<file path="config.mk">
export PLATFORM = sky130hd
export DESIGN_NAME = cec_bit_timing_receiver_unit
export DESIGN_NICKNAME = d
export VERILOG_FILES = /design/src/rtl/core/cbtr_pkg.sv /design/src/rtl/core/cbtr_apb_regs.sv /design/src/rtl/core/cbtr_bit_classifier.sv /design/src/rtl/core/cbtr_out_skid.sv /design/src/rtl/core/cec_bit_timing_receiver_unit.sv
export SDC_FILE = /design/constraint.sdc
export NUM_CORES = 1
export LEC_CHECK = 0
export BUFFER_PORTS_ARGS = -buffer_cell sky130_fd_sc_hd__buf_4
export CORE_ASPECT_RATIO = 1.1
export CORE_MARGIN = 4
export CORE_UTILIZATION = 45
export CTS_CLUSTER_DIAMETER = 120
export DETAILED_ROUTE_END_ITERATION = 10
export PLACE_DENSITY = 0.7
export SLEW_MARGIN = 20
export SYNTH_ARGS = -nofsm -noshare
export SYNTH_HDL_FRONTEND = slang
export SYNTH_HIERARCHICAL = 1
export SYNTH_SLANG_ARGS = --single-unit
</file>
<file path="constraint.sdc">
create_clock -name clk_i -period 7.2 [get_ports clk_i]
set_clock_uncertainty 0.05 [all_clocks]
set_input_delay 1.44 -clock clk_i [delete_from_list [all_inputs] [get_ports clk_i]]
set_output_delay 1.44 -clock clk_i [all_outputs]
set_load 0.1 [all_outputs]
</file>
<file path="src/rtl/core/cbtr_pkg.sv">
// Package for the CEC bit-timing receiver: tick thresholds, drop codes and
// the structs passed between the receiver modules. No dependencies.
`timescale 1ns / 1ps

package cbtr_pkg;

  localparam int unsigned MaxBlocksDefault = 16;

  localparam logic [15:0] StartLowMin = 16'd114;
  localparam logic [15:0] StartLowMax = 16'd127;
  localparam logic [16:0] StartPerMin = 17'd140;
  localparam logic [16:0] StartPerMax = 17'd154;
  localparam logic [15:0] OneLowMin   = 16'd13;
  localparam logic [15:0] OneLowMax   = 16'd26;
  localparam logic [15:0] ZeroLowMin  = 16'd42;
  localparam logic [15:0] ZeroLowMax  = 16'd55;
  localparam logic [16:0] BitPerMin   = 17'd67;
  localparam logic [16:0] BitPerMax   = 17'd90;
  localparam logic [3:0]  BcastAddr   = 4'hf;

  localparam logic [2:0] DROP_NONE       = 3'd0;
  localparam logic [2:0] DROP_START_LOW  = 3'd1;
  localparam logic [2:0] DROP_START_PER  = 3'd2;
  localparam logic [2:0] DROP_DATA_LOW   = 3'd3;
  localparam logic [2:0] DROP_DATA_PER   = 3'd4;
  localparam logic [2:0] DROP_NOT_ADDR   = 3'd5;
  localparam logic [2:0] DROP_TOO_LONG   = 3'd6;

  localparam logic REG_OWN_ADDRESS    = 1'b0;
  localparam logic REG_RECEIVE_ENABLE = 1'b1;

  typedef struct packed {
    logic [3:0] own_address;
    logic       receive_enable;
  } cfg_t;

  typedef struct packed {
    logic start_low_ok;
    logic start_per_ok;
    logic one_low;
    logic zero_low;
    logic bit_per_ok;
  } timing_t;

  typedef struct packed {
    logic       next_edge_rising;
    logic [2:0] drop_reason;
    logic       message_done;
    logic       send_ack;
    logic       is_broadcast;
    logic [3:0] byte_index;
    logic [7:0] byte_value;
    logic       byte_valid;
  } res_t;

endpackage

</file>
<file path="src/rtl/core/cbtr_apb_regs.sv">
// APB register file of the CEC bit-timing receiver: own address and enable.
// Depends on cbtr_pkg.
`timescale 1ns / 1ps

module cbtr_apb_regs (
  input  logic               clk_i,
  input  logic               rst_ni,
  input  logic               psel,
  input  logic               penable,
  input  logic               pwrite,
  input  logic [2:0]         paddr,
  input  logic [31:0]        pwdata,
  output logic [31:0]        prdata,
  output logic               pready,
  output cbtr_pkg::cfg_t     cfg_o
);
  import cbtr_pkg::*;

  logic [3:0] own_address_q;
  logic       receive_enable_q;
  logic       wr_en;

  assign pready = 1'b1;
  assign wr_en  = psel && penable && pwrite;

  always_ff @(posedge clk_i or negedge rst_ni) begin
    if (!rst_ni) begin
      own_address_q    <= 4'd0;
      receive_enable_q <= 1'b0;
    end else if (wr_en) begin
      case (paddr[2])
        REG_OWN_ADDRESS:    own_address_q    <= pwdata[3:0];
        REG_RECEIVE_ENABLE: receive_enable_q <= pwdata[0];
        default: ;
      endcase
    end
  end

  always_comb begin
    case (paddr[2])
      REG_OWN_ADDRESS:    prdata = {28'd0, own_address_q};
      REG_RECEIVE_ENABLE: prdata = {31'd0, receive_enable_q};
      default:            prdata = 32'd0;
    endcase
  end

  assign cfg_o.own_address    = own_address_q;
  assign cfg_o.receive_enable = receive_enable_q;

endmodule

</file>
<file path="src/rtl/core/cbtr_bit_classifier.sv">
// Interval classifier: compares low time and bit period against the start
// and data bit windows. Depends on cbtr_pkg.
`timescale 1ns / 1ps

module cbtr_bit_classifier (
  input  logic [15:0]          interval_i,
  input  logic [15:0]          saved_low_i,
  output cbtr_pkg::timing_t    timing_o
);
  import cbtr_pkg::*;

  logic [16:0] period;

  assign period = {1'b0, saved_low_i} + {1'b0, interval_i};

  assign timing_o.start_low_ok = (interval_i >= StartLowMin) && (interval_i <= StartLowMax);
  assign timing_o.start_per_ok = (period >= StartPerMin) && (period <= StartPerMax);
  assign timing_o.one_low      = (interval_i >= OneLowMin) && (interval_i <= OneLowMax);
  assign timing_o.zero_low     = (interval_i >= ZeroLowMin) && (interval_i <= ZeroLowMax);
  assign timing_o.bit_per_ok   = (period >= BitPerMin) && (period <= BitPerMax);

endmodule

</file>
<file path="src/rtl/core/cbtr_out_skid.sv">
// Result register with skid stage for the receiver output stream.
// Depends on cbtr_pkg.
`timescale 1ns / 1ps

module cbtr_out_skid (
  input  logic               clk_i,
  input  logic               rst_ni,
  input  logic               in_valid_i,
  output logic               in_ready_o,
  input  cbtr_pkg::res_t     in_res_i,
  output logic               out_valid_o,
  input  logic               out_ready_i,
  output cbtr_pkg::res_t     out_res_o
);
  import cbtr_pkg::*;

  logic out_valid_q;
  logic skid_valid_q;
  res_t out_q;
  res_t skid_q;
  logic take;
  logic push;

  assign in_ready_o  = !skid_valid_q;
  assign take        = out_valid_q && out_ready_i;
  assign push        = in_valid_i && !skid_valid_q;
  assign out_valid_o = out_valid_q;
  assign out_res_o   = out_q;

  always_ff @(posedge clk_i or negedge rst_ni) begin
    if (!rst_ni) begin
      out_valid_q  <= 1'b0;
      skid_valid_q <= 1'b0;
    end else if (skid_valid_q) begin
      if (take) begin
        skid_valid_q <= 1'b0;
      end
    end else if (push) begin
      if (out_valid_q && !take) begin
        skid_valid_q <= 1'b1;
      end else begin
        out_valid_q <= 1'b1;
      end
    end else if (take) begin
      out_valid_q <= 1'b0;
    end
  end

  always_ff @(posedge clk_i) begin
    if (skid_valid_q) begin
      if (take) begin
        out_q <= skid_q;
      end
    end else if (push) begin
      if (out_valid_q && !take) begin
        skid_q <= in_res_i;
      end else begin
        out_q <= in_res_i;
      end
    end
  end

endmodule

</file>
<file path="src/rtl/core/cec_bit_timing_receiver_unit.sv">
// CEC bit-timing receiver top level: bit/block state machine, APB registers,
// interval classifier and output skid stage. Depends on cbtr_pkg and submodules.
//
// Takes one edge interval (ticks of a 32768 Hz timebase) per request and
// returns exactly one result per request. A new interval is accepted every
// cycle while the skid is empty; the whole step (one 17-bit add for the bit
// period and a few window compares) settles between the state registers and
// the result register. A two-entry output stage (result register plus skid)
// takes one more interval under output stall. Byte fields are zero whenever
// tuser (byte_valid) is low. Write configuration only while idle.
`timescale 1ns / 1ps

module cec_bit_timing_receiver_unit #(
  parameter int unsigned MAX_BLOCKS = cbtr_pkg::MaxBlocksDefault
) (
  input  logic        clk_i,
  input  logic        rst_ni,
  input  logic        s_axis_tvalid_i,
  output logic        s_axis_tready_o,
  input  logic [15:0] s_axis_tdata_i,   // [15:0] interval
  output logic        m_axis_tvalid_o,
  input  logic        m_axis_tready_i,
  // [7:0] byte_value, [11:8] byte_index, [12] is_broadcast, [13] send_ack,
  // [16:14] drop_reason, [17] next_edge_rising, [23:18] zero
  output logic [23:0] m_axis_tdata_o,
  output logic        m_axis_tlast_o,   // message_done
  output logic        m_axis_tuser_o,   // [0] byte_valid
  input  logic        psel,
  input  logic        penable,
  input  logic        pwrite,
  input  logic [2:0]  paddr,
  input  logic [31:0] pwdata,
  output logic [31:0] prdata,
  output logic        pready
);
  import cbtr_pkg::*;

  localparam logic [2:0] PH_IDLE       = 3'd0;
  localparam logic [2:0] PH_START_LOW  = 3'd1;
  localparam logic [2:0] PH_START_HIGH = 3'd2;
  localparam logic [2:0] PH_BIT_LOW    = 3'd3;
  localparam logic [2:0] PH_BIT_HIGH   = 3'd4;

  localparam logic [4:0] MaxBlk = 5'(MAX_BLOCKS);

  cfg_t    cfg;
  timing_t tim;
  res_t    res;
  res_t    res_out;
  logic    accept;

  logic [2:0]  phase_q, phase_d;
  logic [15:0] saved_low_q, saved_low_d;
  logic [3:0]  bit_count_q, bit_count_d;
  logic [3:0]  block_count_q, block_count_d;
  logic [7:0]  shift_q, shift_d;
  logic        last_bit_q, last_bit_d;
  logic        bcast_q, bcast_d;
  logic        cur_bit_q, cur_bit_d;
  logic [7:0]  shift_nx;

  cbtr_apb_regs u_regs (
    .clk_i   (clk_i),
    .rst_ni  (rst_ni),
    .psel    (psel),
    .penable (penable),
    .pwrite  (pwrite),
    .paddr   (paddr),
    .pwdata  (pwdata),
    .prdata  (prdata),
    .pready  (pready),
    .cfg_o   (cfg)
  );

  cbtr_bit_classifier u_class (
    .interval_i  (s_axis_tdata_i),
    .saved_low_i (saved_low_q),
    .timing_o    (tim)
  );

  assign accept   = s_axis_tvalid_i && s_axis_tready_o;
  assign shift_nx = {shift_q[6:0], cur_bit_q};

  always_comb begin
    phase_d       = phase_q;
    saved_low_d   = saved_low_q;
    bit_count_d   = bit_count_q;
    block_count_d = block_count_q;
    shift_d       = shift_q;
    last_bit_d    = last_bit_q;
    bcast_d       = bcast_q;
    cur_bit_d     = cur_bit_q;
    res           = '0;
    case (phase_q)
      PH_START_LOW: begin
        if (tim.start_low_ok) begin
          saved_low_d = s_axis_tdata_i;
          phase_d     = PH_START_HIGH;
        end else begin
          res.drop_reason = DROP_START_LOW;
          phase_d         = PH_IDLE;
        end
      end
      PH_START_HIGH: begin
        res.next_edge_rising = 1'b1;
        if (tim.start_per_ok) begin
          phase_d       = PH_BIT_LOW;
          bit_count_d   = 4'd0;
          block_count_d = 4'd0;
          shift_d       = 8'd0;
          last_bit_d    = 1'b0;
          bcast_d       = 1'b0;
        end else begin
          res.drop_reason = DROP_START_PER;
          phase_d         = PH_START_LOW;
        end
      end
      PH_BIT_LOW: begin
        saved_low_d = s_axis_tdata_i;
        if (tim.one_low) begin
          cur_bit_d = 1'b1;
          phase_d   = PH_BIT_HIGH;
        end else if (tim.zero_low) begin
          cur_bit_d = 1'b0;
          phase_d   = PH_BIT_HIGH;
        end else begin
          res.drop_reason = DROP_DATA_LOW;
          phase_d         = PH_IDLE;
        end
      end
      PH_BIT_HIGH: begin
        if (!tim.bit_per_ok) begin
          res.drop_reason = DROP_DATA_PER;
          phase_d         = PH_IDLE;
        end else if (bit_count_q < 4'd8) begin
          shift_d              = shift_nx;
          bit_count_d          = bit_count_q + 4'd1;
          phase_d              = PH_BIT_LOW;
          res.next_edge_rising = 1'b1;
          if (block_count_q == 4'd0 && bit_count_q == 4'd7) begin
            if (shift_nx[3:0] == BcastAddr) begin
              bcast_d = 1'b1;
            end else if (shift_nx[3:0] != cfg.own_address) begin
              res.drop_reason      = DROP_NOT_ADDR;
              phase_d              = PH_IDLE;
              res.next_edge_rising = 1'b0;
            end
          end
        end else if (bit_count_q == 4'd8) begin
          last_bit_d           = cur_bit_q;
          res.byte_valid       = 1'b1;
          res.byte_value       = shift_q;
          res.byte_index       = block_count_q;
          res.is_broadcast     = bcast_q;
          res.send_ack         = !bcast_q;
          res.message_done     = cur_bit_q;
          bit_count_d          = 4'd9;
          phase_d              = PH_BIT_LOW;
          res.next_edge_rising = 1'b1;
        end else begin
          bit_count_d = 4'd0;
          shift_d     = 8'd0;
          if (last_bit_q) begin
            phase_d = PH_IDLE;
          end else if (({1'b0, block_count_q} + 5'd1) >= MaxBlk) begin
            res.drop_reason = DROP_TOO_LONG;
            phase_d         = PH_IDLE;
          end else begin
            block_count_d        = block_count_q + 4'd1;
            phase_d              = PH_BIT_LOW;
            res.next_edge_rising = 1'b1;
          end
        end
      end
      default: begin
        phase_d = PH_IDLE;
        if (cfg.receive_enable) begin
          phase_d              = PH_START_LOW;
          res.next_edge_rising = 1'b1;
        end
      end
    endcase
  end

  always_ff @(posedge clk_i or negedge rst_ni) begin
    if (!rst_ni) begin
      phase_q       <= PH_IDLE;
      saved_low_q   <= 16'd0;
      bit_count_q   <= 4'd0;
      block_count_q <= 4'd0;
      shift_q       <= 8'd0;
      last_bit_q    <= 1'b0;
      bcast_q       <= 1'b0;
      cur_bit_q     <= 1'b0;
    end else if (accept) begin
      phase_q       <= phase_d;
      saved_low_q   <= saved_low_d;
      bit_count_q   <= bit_count_d;
      block_count_q <= block_count_d;
      shift_q       <= shift_d;
      last_bit_q    <= last_bit_d;
      bcast_q       <= bcast_d;
      cur_bit_q     <= cur_bit_d;
    end
  end

  cbtr_out_skid u_skid (
    .clk_i       (clk_i),
    .rst_ni      (rst_ni),
    .in_valid_i  (s_axis_tvalid_i),
    .in_ready_o  (s_axis_tready_o),
    .in_res_i    (res),
    .out_valid_o (m_axis_tvalid_o),
    .out_ready_i (m_axis_tready_i),
    .out_res_o   (res_out)
  );

  assign m_axis_tdata_o = {6'd0, res_out.next_edge_rising, res_out.drop_reason,
                           res_out.send_ack, res_out.is_broadcast,
                           res_out.byte_index, res_out.byte_value};
  assign m_axis_tlast_o = res_out.message_done;
  assign m_axis_tuser_o = res_out.byte_valid;

endmodule

</file>
==> impl_metrics.json, run 1 <==
{
  "cts_inserted_buffers": 9,
  "place_congestion": 0.823,
  "synth_compound_area_share_pct": 15.0,
  "outcome": "finished clean",
  "async_flop_share_pct": 52.9,
  "synth-edff-count": 40,
  "r2r_cells": 14,
  "maxCapViolCount": 0,
  "synth-simple-area-share_pct": 14.6,
  "clockPowerShare_pct": 17.7,
  "core-area_sq_um": 11600,
  "wl_per_cell_um": 15.1,
  "power_switching_mw": 1.23,
  "initialDrtViolationCount": 162,
  "syn_area_per_cell_sq_um": 11.2,
  "ys_warn_count": 6,
  "p_comb_share_pct": 54.1,
  "htree_levels": 3,
  "drcViolationCount": 0,
  "cp-end-kind": "register",
  "crit_fanout": 13,
  "cts_max_path_buffers": 2,
  "syn_to_final_growth_pct": 11.4,
  "dr.pass1.iters": 4,
  "drive_above_1_share_pct": 26.4,
  "hold_buffers": 0,
  "synthMuxAreaShare_pct": 10.6,
  "setup_tns_ps": 0,
  "ant_nets": 0,
  "io_pins": 119,
  "ff2ff_setup_slack_ps": 2590,
  "port_buffers": 53,
  "die-area_sq_um": 13800,
  "ys_ff_latch": 85,
  "fin_nets": 604,
  "rows": 41,
  "crit_required_ps": 7360,
  "synth_xor_area_share_pct": 2.60,
  "post_cts_resized": 0,
  "register_area_sq_um": 2330,
  "hold_path_class": "reg2reg",
  "power_mw": 2.59,
  "worst_ir_drop_vdd_mv": 0.417,
  "synth_cell_types": 85,
  "antenna_found_initial": 0,
  "multi_input_area_sq_um": 2720,
  "grt_first_pass_wirelength_mm": 16.6,
  "timing.fmax_mhz": 183,
  "relSlewSlack_pct": 31.9,
  "viasPerCell": 5.37,
  "r2r-end": "u_skid/out_res_o[12]",
  "p_sw_share_pct": 47.6,
  "synthAdderAreaFrac_pct": 5.02,
  "intPower_mw": 1.36,
  "pwr-share-seq_pct": 28.1,
  "slew_viol_final": 0,
  "path_clk_slew_ps": 70,
  "hold_end": "shift_q[7]",
  "start_kind": "input port",
  "dp_hpwl_mm": 7.65,
  "cts.sinks": 85,
  "rsz0062_at_grt": "false",
  "antenna_cells": 0,
  "nFillCells": 1054,
  "worst-slew-pin-transition_ps": 1020,
  "grt_max_degree": 46,
  "synth_top_cell_area_share_pct": 22.3,
  "clkLatencyLatePin_ps": 340,
  "fin_crit_sh_pct": 75.7,
  "root_buffer": "clkbuf_16",
  "syn_inst": 481,
  "num_vias": 3652,
  "fin_util_pct": 51.8,
  "synth_top_family_by_area": "compound AO/OA/AOI/OAI gates",
  "hp-start": "shift_q[7]",
  "finalHoldViolCount": 0,
  "setup-violations-final": 0,
  "syn-cell-area_sq_um": 5390,
  "min_period_ps": 5450,
  "die_h_um": 123,
  "overflow": 0,
  "ys_seq_area_share_pct": 43.2,
  "grt.total_usage_pct": 14.8,
  "synthFlopType": "dfrtp_1",
  "cts_tree": "done",
  "yosys.area.top_type": "edfxtp_1",
  "postCtsSetupBuffers": 0,
  "synth.area.top_cells": "edfxtp_1 22%, dfrtp_1 21%, buf_4 6.0%",
  "p_per_area_nw_per_um2": 431,
  "grt_pass1_vias": 3620,
  "hold_path_depth": 2,
  "die_w_um": 112,
  "critical_path_class": "in2reg",
  "critPathArrivalTime_ps": 5610,
  "routed_wirelength_mm": 10.3,
  "worstReg2RegStart": "saved_low_q[0]",
  "p_leak_nw": 2.47,
  "start_util_pct": 46.5
}
==> registers in the layout (all words and copies together) (netlist names) <==
| register | flops |
|---|---|
| bit_count_q | 4 |
| u_regs/own_address_q | 4 |
| u_regs/receive_enable_q | 1 |
| u_skid/skid_valid_q | 1 |
| saved_low_q | 16 |
| u_skid/out_res_o | 20 |
| phase_q | 3 |
| cur_bit_q | 1 |
| u_skid/skid_q | 20 |
| shift_q | 8 |
| u_skid/out_valid_o | 1 |
| last_bit_q | 1 |
| block_count_q | 4 |
| bcast_q | 1 |
==> cell type report <==
cell class / count / share of cell area, %
clock buffer: 9 / 3.75
inverter: 13 / 0.813
timing repair buffer: 56 / 7.00
multi-input combinational: 360 / 45.3
clock inverter: 7 / 1.27
tap: 150 / 3.13
sequential: 85 / 38.8
==> critical path, stage by stage <==
cell	delay (ps)
buf_4	100
ha_1	180
inv_1	60
fa_1	390
nand2b_1	180
a21oi_1	320
o31a_1	220
nor2_1	90
xnor2_1	130
or4_4	540
nor3_1	370
nand4bb_1	480
nor2_1	700
and2_1	250
mux2_2	150
==> worst max path at each step <==
stage | start | end | slack (ps) | depth (start not counted)
after floorplan | s_axis_tdata_i[3] | block_count_q[3] | 2490 | 13
after global routing | s_axis_tdata_i[0] | u_skid/out_res_o[13] | 1460 | 15
final | s_axis_tdata_i[0] | u_skid/out_res_o[12] | 1750 | 15
after CTS | s_axis_tdata_i[0] | u_skid/out_res_o[13] | 1730 | 15
after detailed placement | s_axis_tdata_i[0] | u_skid/out_res_o[13] | 1420 | 15
after global placement | s_axis_tdata_i[8] | u_skid/out_res_o[2] | 1510 | 13
==> stage by stage <==
step	worst slack (ps)	hold WS [ps]	instance area, sq um	cells
final	1750	462	6000	680
after global routing	1460	489	6000	680
after CTS	1730	464	6000	680
after detailed placement	1420	447	5700	664
after global placement	1510	441	5700	664
after floorplan	2490	418	5510	513
==> cells in the final DEF, fill, tap and decap left out, types with 3 or more instances in the layout <==
cell | synthesis | layout
nand4b_1 | 3 | 3
ha_1 | 20 | 20
nand2_1 | 33 | 33
o21a_1 | 4 | 4
nor3_1 | 12 | 11
xnor2_1 | 8 | 8
nand3b_1 | 4 | 4
buf_4 | 43 | 56
clkbuf_16 | 0 | 9
nand4_1 | 4 | 4
xor2_1 | 8 | 8
nand2b_1 | 8 | 8
and2_1 | 13 | 13
o2111ai_1 | 3 | 3
nor3b_1 | 4 | 4
nand3_1 | 9 | 9
o211ai_1 | 3 | 3
a21o_1 | 7 | 7
mux2_4 | 17 | 17
conb_1 | 3 | 35
o31ai_1 | 11 | 11
o21ai_0 | 24 | 24
a31oi_1 | 8 | 8
mux2_2 | 26 | 26
edfxtp_1 | 40 | 40
and2b_2 | 4 | 4
clkinv_4 | 0 | 3
dfrtp_1 | 45 | 45
inv_1 | 13 | 13
a21oi_1 | 16 | 16
inv_8 | 0 | 3
nor2_1 | 18 | 18
==> cell usage after synthesis, types with 5 or more instances <==
cell,number
nor2_1,18
nor3_1,12
and2_1,13
dfrtp_1,45
a21oi_1,16
mux2_2,26
edfxtp_1,40
buf_4,43
nand2b_1,8
nand3_1,9
o31ai_1,11
mux2_4,17
a21o_1,7
xor2_1,8
xnor2_1,8
nand2_1,33
buf_2,5
inv_1,13
a31oi_1,8
ha_1,20
o21ai_0,24
==> cell families after synthesis <==
group	Yosys count
and+or+nand+nor	136
AOI/OAI and AO/OA	107
DFF	85
buffers and inverters	68
muxes	45
adders and majority gates	21
xor gates and xnor gates	16
other	3
==> routing by layer <==
metal	global-route usage (%)	vias to the layer above	share of wire (%)
met4	5.18	0	1.8
met2	26.5	97	49
met3	2.71	18	5.2
met5	0	-	0
met1	18.0	1741	44
li1	-	1796	-
==> power by group through the flow <==
stage / combinational [mW] / clock (mW) / sequential, mW
6_report: 1.40 / 0.459 / 0.729
5_1_grt: 1.48 / 0.492 / 0.746
4_1_cts: 1.40 / 0.470 / 0.731
3_5_place_dp: 1.39 / 0 / 0.740
3_3_place_gp: 1.37 / 0 / 0.734
2_1_floorplan: 0.855 / 0 / 1.09
Note: power is estimated with default switching activity, not from simulation.
==> inputs of run 2 (changes only) <==
--- a/config.mk
+++ b/config.mk
@@ -11,7 +11,7 @@
 export CORE_UTILIZATION = 45
 export CTS_CLUSTER_DIAMETER = 120
 export DETAILED_ROUTE_END_ITERATION = 10
-export PLACE_DENSITY = 0.7
+export PLACE_DENSITY = 0.73
 export SLEW_MARGIN = 20
 export SYNTH_ARGS = -nofsm -noshare
 export SYNTH_HDL_FRONTEND = slang
==> constraint.sdc (replaced) <==
create_clock -name clk_i -period 4.45 [get_ports clk_i]
set_clock_uncertainty 0.05 [all_clocks]
set_input_delay 0.89 -clock clk_i [delete_from_list [all_inputs] [get_ports clk_i]]
set_output_delay 0.89 -clock clk_i [all_outputs]
set_load 0.1 [all_outputs]
==> impl_metrics.json, run 2 (same netlist as run 1, synthesis figures left out) <==
{
  "outcome": "finished clean",
  "htree_levels": 3,
  "fin_crit_sh_pct": 92.9,
  "register_area_sq_um": 2330,
  "grt.total_usage_pct": 15.3,
  "route.layer.met1.wl_mm": 4.70,
  "antenna_found_initial": 0,
  "dr_wl_met2_mm": 5.33,
  "worst_ir_drop_vdd_mv": 0.467,
  "cp_cell_sequence": "buf_4 -> ha_1 -> inv_1 -> fa_1 -> nand2b_1 -> a21oi_1 -> xor2_1 -> a31oi_1 -> o2111ai_1 -> or4_4 -> buf_4 -> nor4_2 -> and2b_2 -> a2bb2oi_4 -> or4_1 -> a21boi_1",
  "clkLatencyLatePin_ps": 340,
  "crit_fanout": 5,
  "start_kind": "input port",
  "fin_nets": 642,
  "wl_per_cell_um": 14.9,
  "root_buffer": "clkbuf_16",
  "min_period_ps": 4130,
  "io_pins": 119,
  "setup-violations-final": 0,
  "port_buffers": 53,
  "path_clk_slew_ps": 70,
  "nFillCells": 1036,
  "antenna_cells": 0,
  "syn_to_final_growth_pct": 16.8,
  "place_congestion": 0.870,
  "ant_nets": 0,
  "hold_buffers": 0,
  "initialDrtViolationCount": 191,
  "max_stage_delay_ps": 540,
  "rsz0062_at_grt": "false",
  "timing.fmax_mhz": 242,
  "die-area_sq_um": 13800,
  "slowest_stage": "or4_4",
  "grt_first_pass_wirelength_mm": 17.1,
  "final_cell_mix": "94 x buf_4, 44 x dfrtp_1, 40 x edfxtp_1",
  "dp_hpwl_mm": 8.09,
  "rows": 41,
  "post-place-cells": 702,
  "multi_input_area_sq_um": 2720,
  "fin_cells": 718,
  "p_per_area_nw_per_um2": 691,
  "drcViolationCount": 0,
  "wl_met3_um": 496,
  "cts_tree": "done",
  "critPathArrivalTime_ps": 4350,
  "overflow": 0,
  "drive_above_1_share_pct": 31.7,
  "crit_required_ps": 4660,
  "slew_viol_final": 0,
  "die_h_um": 123,
  "hold_path_class": "reg2reg",
  "relSlewSlack_pct": 34.8,
  "final_common_cell": "buf_4",
  "maxCapViolCount": 0,
  "viasPerCell": 5.30,
  "hold-worst-slack_ps": 457,
  "fin_util_pct": 54.3,
  "num_vias": 3802,
  "routed_wirelength_mm": 10.7,
  "grt_pass1_vias": 3660,
  "highest_layer": "met4",
  "p_leak_nw": 2.65,
  "critical_path_class": "in2reg",
  "cp-end-kind": "register",
  "dr.pass1.iters": 4,
  "worst-slew-pin-transition_ps": 978,
  "crit_path_frequent_cell": "buf_4",
  "cts.sinks": 85,
  "finalHoldViolCount": 0,
  "start_util_pct": 46.5,
  "cts_inserted_buffers": 9,
  "grt_max_degree": 46,
  "cts_max_path_buffers": 2,
  "core-area_sq_um": 11600,
  "power_mw": 4.35,
  "die_w_um": 112
}
## run 2: final timing paths
| kind | depth (start not counted) | slack (ps) | from | end |
|---|---|---|---|---|
| max | 16 | 320 | s_axis_tdata_i[0] | block_count_q[3] |
| min | 2 | 460 | shift_q[5] | shift_q[5] |
| max reg2reg | 15 | 580 | saved_low_q[0] | block_count_q[3] |
| min reg2reg | 2 | 460 | shift_q[5] | shift_q[5] |
| max in group asynchronous | 1 | 3390 | rst_ni | u_skid/skid_valid_q |
| min in group asynchronous | 1 | 510 | rst_ni | u_regs/own_address_q[0] |
## run 2: stage by stage
step | cell area, sq um | worst slack [ps] | TNS (ps)
floorplan | 5510 | 287 | 0
global route | 6290 | 91.6 | 0
finish | 6290 | 316 | 0
detailed placement | 5990 | -120 | -1650
global placement | 5990 | 5.96 | 0
CTS | 6290 | 223 | 0
## run 2: routing by layer
layer | global-route usage [%] | vias up
li1 | - | 1872
met1 | 18.4 | 1810
met2 | 26.9 | 102
met3 | 3.50 | 18
met4 | 5.71 | 0
met5 | 0 | -
## run 2: area by class of cell
class / count / area share, %
Clock buffer: 9 / 3.58
Clock inverter: 7 / 1.17
Inverter: 13 / 0.775
Multi-Input combinational cell: 360 / 43.3
Sequential cell: 85 / 37.0
Tap cell: 150 / 2.98
Timing Repair Buffer: 94 / 11.2
## run 2: power breakdown
| group | internal, mW | switching (mW) | total, mW |
|---|---|---|---|
| registers | 1.07 | 0.156 | 1.23 |
| clock network | 0.397 | 0.344 | 0.741 |
| logic | 0.844 | 1.53 | 2.38 |
| total | 2.31 | 2.03 | 4.35 |
## run 2: what timing repair did
action / in CTS / in global routing
setup buffers: 0 / 0
gates resized for setup: 0 / 1
setup endpoints to repair: 0 / 9
## run 2: worst max-delay path: cells and delay by family
family,cells,cell delay (ps)
AND/OR/NAND/NOR,5,1720
XOR/XNOR,1,100
adder cells (fa/ha/maj),2,540
AO/OA/AOI/OAI,5,810
buffers and inverters,3,290
==> inputs of run 3 (changes only) <==
--- a/config.mk
+++ b/config.mk
@@ -15,5 +15,4 @@
 export SLEW_MARGIN = 20
 export SYNTH_ARGS = -nofsm -noshare
 export SYNTH_HDL_FRONTEND = slang
-export SYNTH_HIERARCHICAL = 1
 export SYNTH_SLANG_ARGS = --single-unit
==> impl_metrics.json, run 3 <==
{
  "root_buffer": "clkbuf_16",
  "timing.fmax_mhz": 236,
  "initialDrtViolationCount": 193,
  "synth_top_cell_area_share_pct": 22.6,
  "post_cts_resized": 0,
  "synth_common_cells": "45 x dfrtp_1, 42 x mux2_2, 41 x nand2_1",
  "cp-end-kind": "register",
  "min_period_ps": 4230,
  "worst_slack_ps": 219,
  "cts.sinks": 85,
  "ant_nets": 0,
  "cts_tree": "done",
  "antenna_cells": 0,
  "rsz0062_at_grt": "false",
  "pre_cts_slack_ps": -44.0,
  "wl_per_cell_um": 14.6,
  "synth_cell_types": 66,
  "final_cell_mix": "69 x buf_4, 45 x dfrtp_1, 42 x mux2_2",
  "die_h_um": 122,
  "synth_xor_area_share_pct": 2.47,
  "final_common_cell": "buf_4",
  "syn_inst": 509,
  "ys_seq_area_share_pct": 43.8,
  "die-area_sq_um": 13600,
  "cts_max_path_buffers": 2,
  "relSlewSlack_pct": 34.2,
  "start_kind": "input port",
  "async_flop_share_pct": 52.9,
  "synth_compound_area_share_pct": 13.3,
  "outcome": "finished clean",
  "syn_to_final_growth_pct": 14.8,
  "critPathArrivalTime_ps": 4390,
  "dp_hpwl_mm": 8.10,
  "start_util_pct": 46.3,
  "fin_nets": 647,
  "clkLatencyLatePin_ps": 340,
  "crit_fanout": 11,
  "worst_ir_drop_vdd_mv": 0.511,
  "die_w_um": 112,
  "setup-violations-final": 0,
  "fin_crit_sh_pct": 95.1,
  "grt_first_pass_wirelength_mm": 18.2,
  "critical_path_class": "in2reg",
  "syn_area_per_cell_sq_um": 10.4,
  "synth-simple-area-share_pct": 15.8,
  "fin_cells": 723,
  "ys_ff_latch": 85,
  "drcViolationCount": 0,
  "overflow": 0,
  "place_congestion": 0.938,
  "ys_warn_count": 0,
  "synthFlopType": "dfrtp_1",
  "worst-slew-pin-transition_ps": 987,
  "grt_max_degree": 46,
  "viasPerCell": 5.43,
  "power_mw": 4.08,
  "path_clk_slew_ps": 60,
  "p_per_area_nw_per_um2": 669,
  "drive_above_1_share_pct": 25.5,
  "hold_buffers": 0,
  "maxCapViolCount": 0,
  "cts_inserted_buffers": 9,
  "routed_wirelength_mm": 10.6,
  "core-area_sq_um": 11500,
  "dr.pass1.iters": 4,
  "io_pins": 119,
  "synthAdderAreaFrac_pct": 5.08,
  "port_buffers": 53,
  "antenna_found_initial": 0,
  "yosys.area.top_type": "edfxtp_1",
  "p_leak_nw": 2.63,
  "slew_viol_final": 0,
  "crit_required_ps": 4610,
  "grt_pass1_vias": 3953,
  "rows": 41,
  "htree_levels": 3,
  "hold-worst-slack_ps": 463,
  "finalHoldViolCount": 0,
  "post-synth-top-count-cell": "dfrtp_1",
  "grt.total_usage_pct": 16.3,
  "synth-edff-count": 40,
  "post-place-cells": 707,
  "synth_top_family_by_area": "simple AND/OR/NAND/NOR gates",
  "hold_path_class": "reg2reg",
  "syn-cell-area_sq_um": 5320,
  "synth.area.top_cells": "edfxtp_1 23%, dfrtp_1 21%, mux2_2 8.9%",
  "postCtsSetupBuffers": 0,
  "num_vias": 3929,
  "synthMuxAreaShare_pct": 10.7
}
run 3: cell count changes in the layout (fill, tap and decap cells not counted), sizes merged, moves of 4 or more:
cell	previous run	this run
buf	94	70
a21oi	17	28
nor4	3	14
inv	17	27
and2	13	6
mux2i	1	8
nand2	34	41
nor2	21	27
o31ai	11	5
nor2b	1	6
and2b	5	1
or2	1	5
run 3: worst paths after layout:
check                                   from                   to  slack (ps)  cells past startpoint
max                        s_axis_tdata_i[0]  u_skid.out_res_o[6]         220                     13
min                          saved_low_q[15]      saved_low_q[15]         460                      1
max reg2reg                   saved_low_q[0]  u_skid.out_res_o[6]         510                     12
min reg2reg                  saved_low_q[15]      saved_low_q[15]         460                      1
max in group asynchronous             rst_ni           shift_q[5]        3440                      1
min in group asynchronous             rst_ni       saved_low_q[6]         500                      1
run 3: logic make-up (layout without fill, tap and decap cells):
group / after synthesis / count (layout)
AND/OR/NAND/NOR: 149 / 149
AO/OA/AOI/OAI: 106 / 106
flip-flops: 85 / 85
buffers and inverters: 80 / 111
multiplexers: 51 / 51
adder cells (fa/ha/maj): 21 / 21
XOR/XNOR: 15 / 15
other: 2 / 35
run 3: report_power, final:
part           switching (mW)  leakage, nW  internal, mW
Clock                   0.313        0.144         0.437
Sequential              0.104        0.932          1.06
Combinational            1.53         1.56         0.638
Total                    1.94         2.63          2.14
run 3: through the flow:
stage	area [sq um]	util [%]	TNS, ps
after floorplan	5440	-	0
after global placement	5800	50.5	0
after detailed placement	5800	50.5	-62.1
after CTS	6100	53.1	0
after global routing	6100	53.1	0
final	6100	53.1	0
run 3: worst max-delay path: stages:
cell and delay, ps:
buf_4 90, ha_1 170, inv_1 60, fa_1 370, and2b_1 270, o2111ai_4 160
a311oi_1 390, a31oi_1 150, mux2_2 300, or4_4 620, buf_12 190, nor4_1 470
mux2_2 250
run 3: cell type report:
type / instances / area [sq um]
fillers: 1027 / 5390
multi-input cells: 377 / 2660
flip-flops and latches: 85 / 2330
repair buffers: 70 / 538
clock buffers: 9 / 225
well taps: 150 / 188
inverters: 25 / 93.8
clock inverters: 7 / 72.6
run 3: metal layers:
layer  share of wire (%)  GRT usage, %  vias to the layer above
li1                    -             -                     1902
met4                 1.4          6.01                        0
met1                  42          18.9                     1911
met3                 4.6          3.48                       11
met2                  52          29.5                      105
met5                   0             0                        -
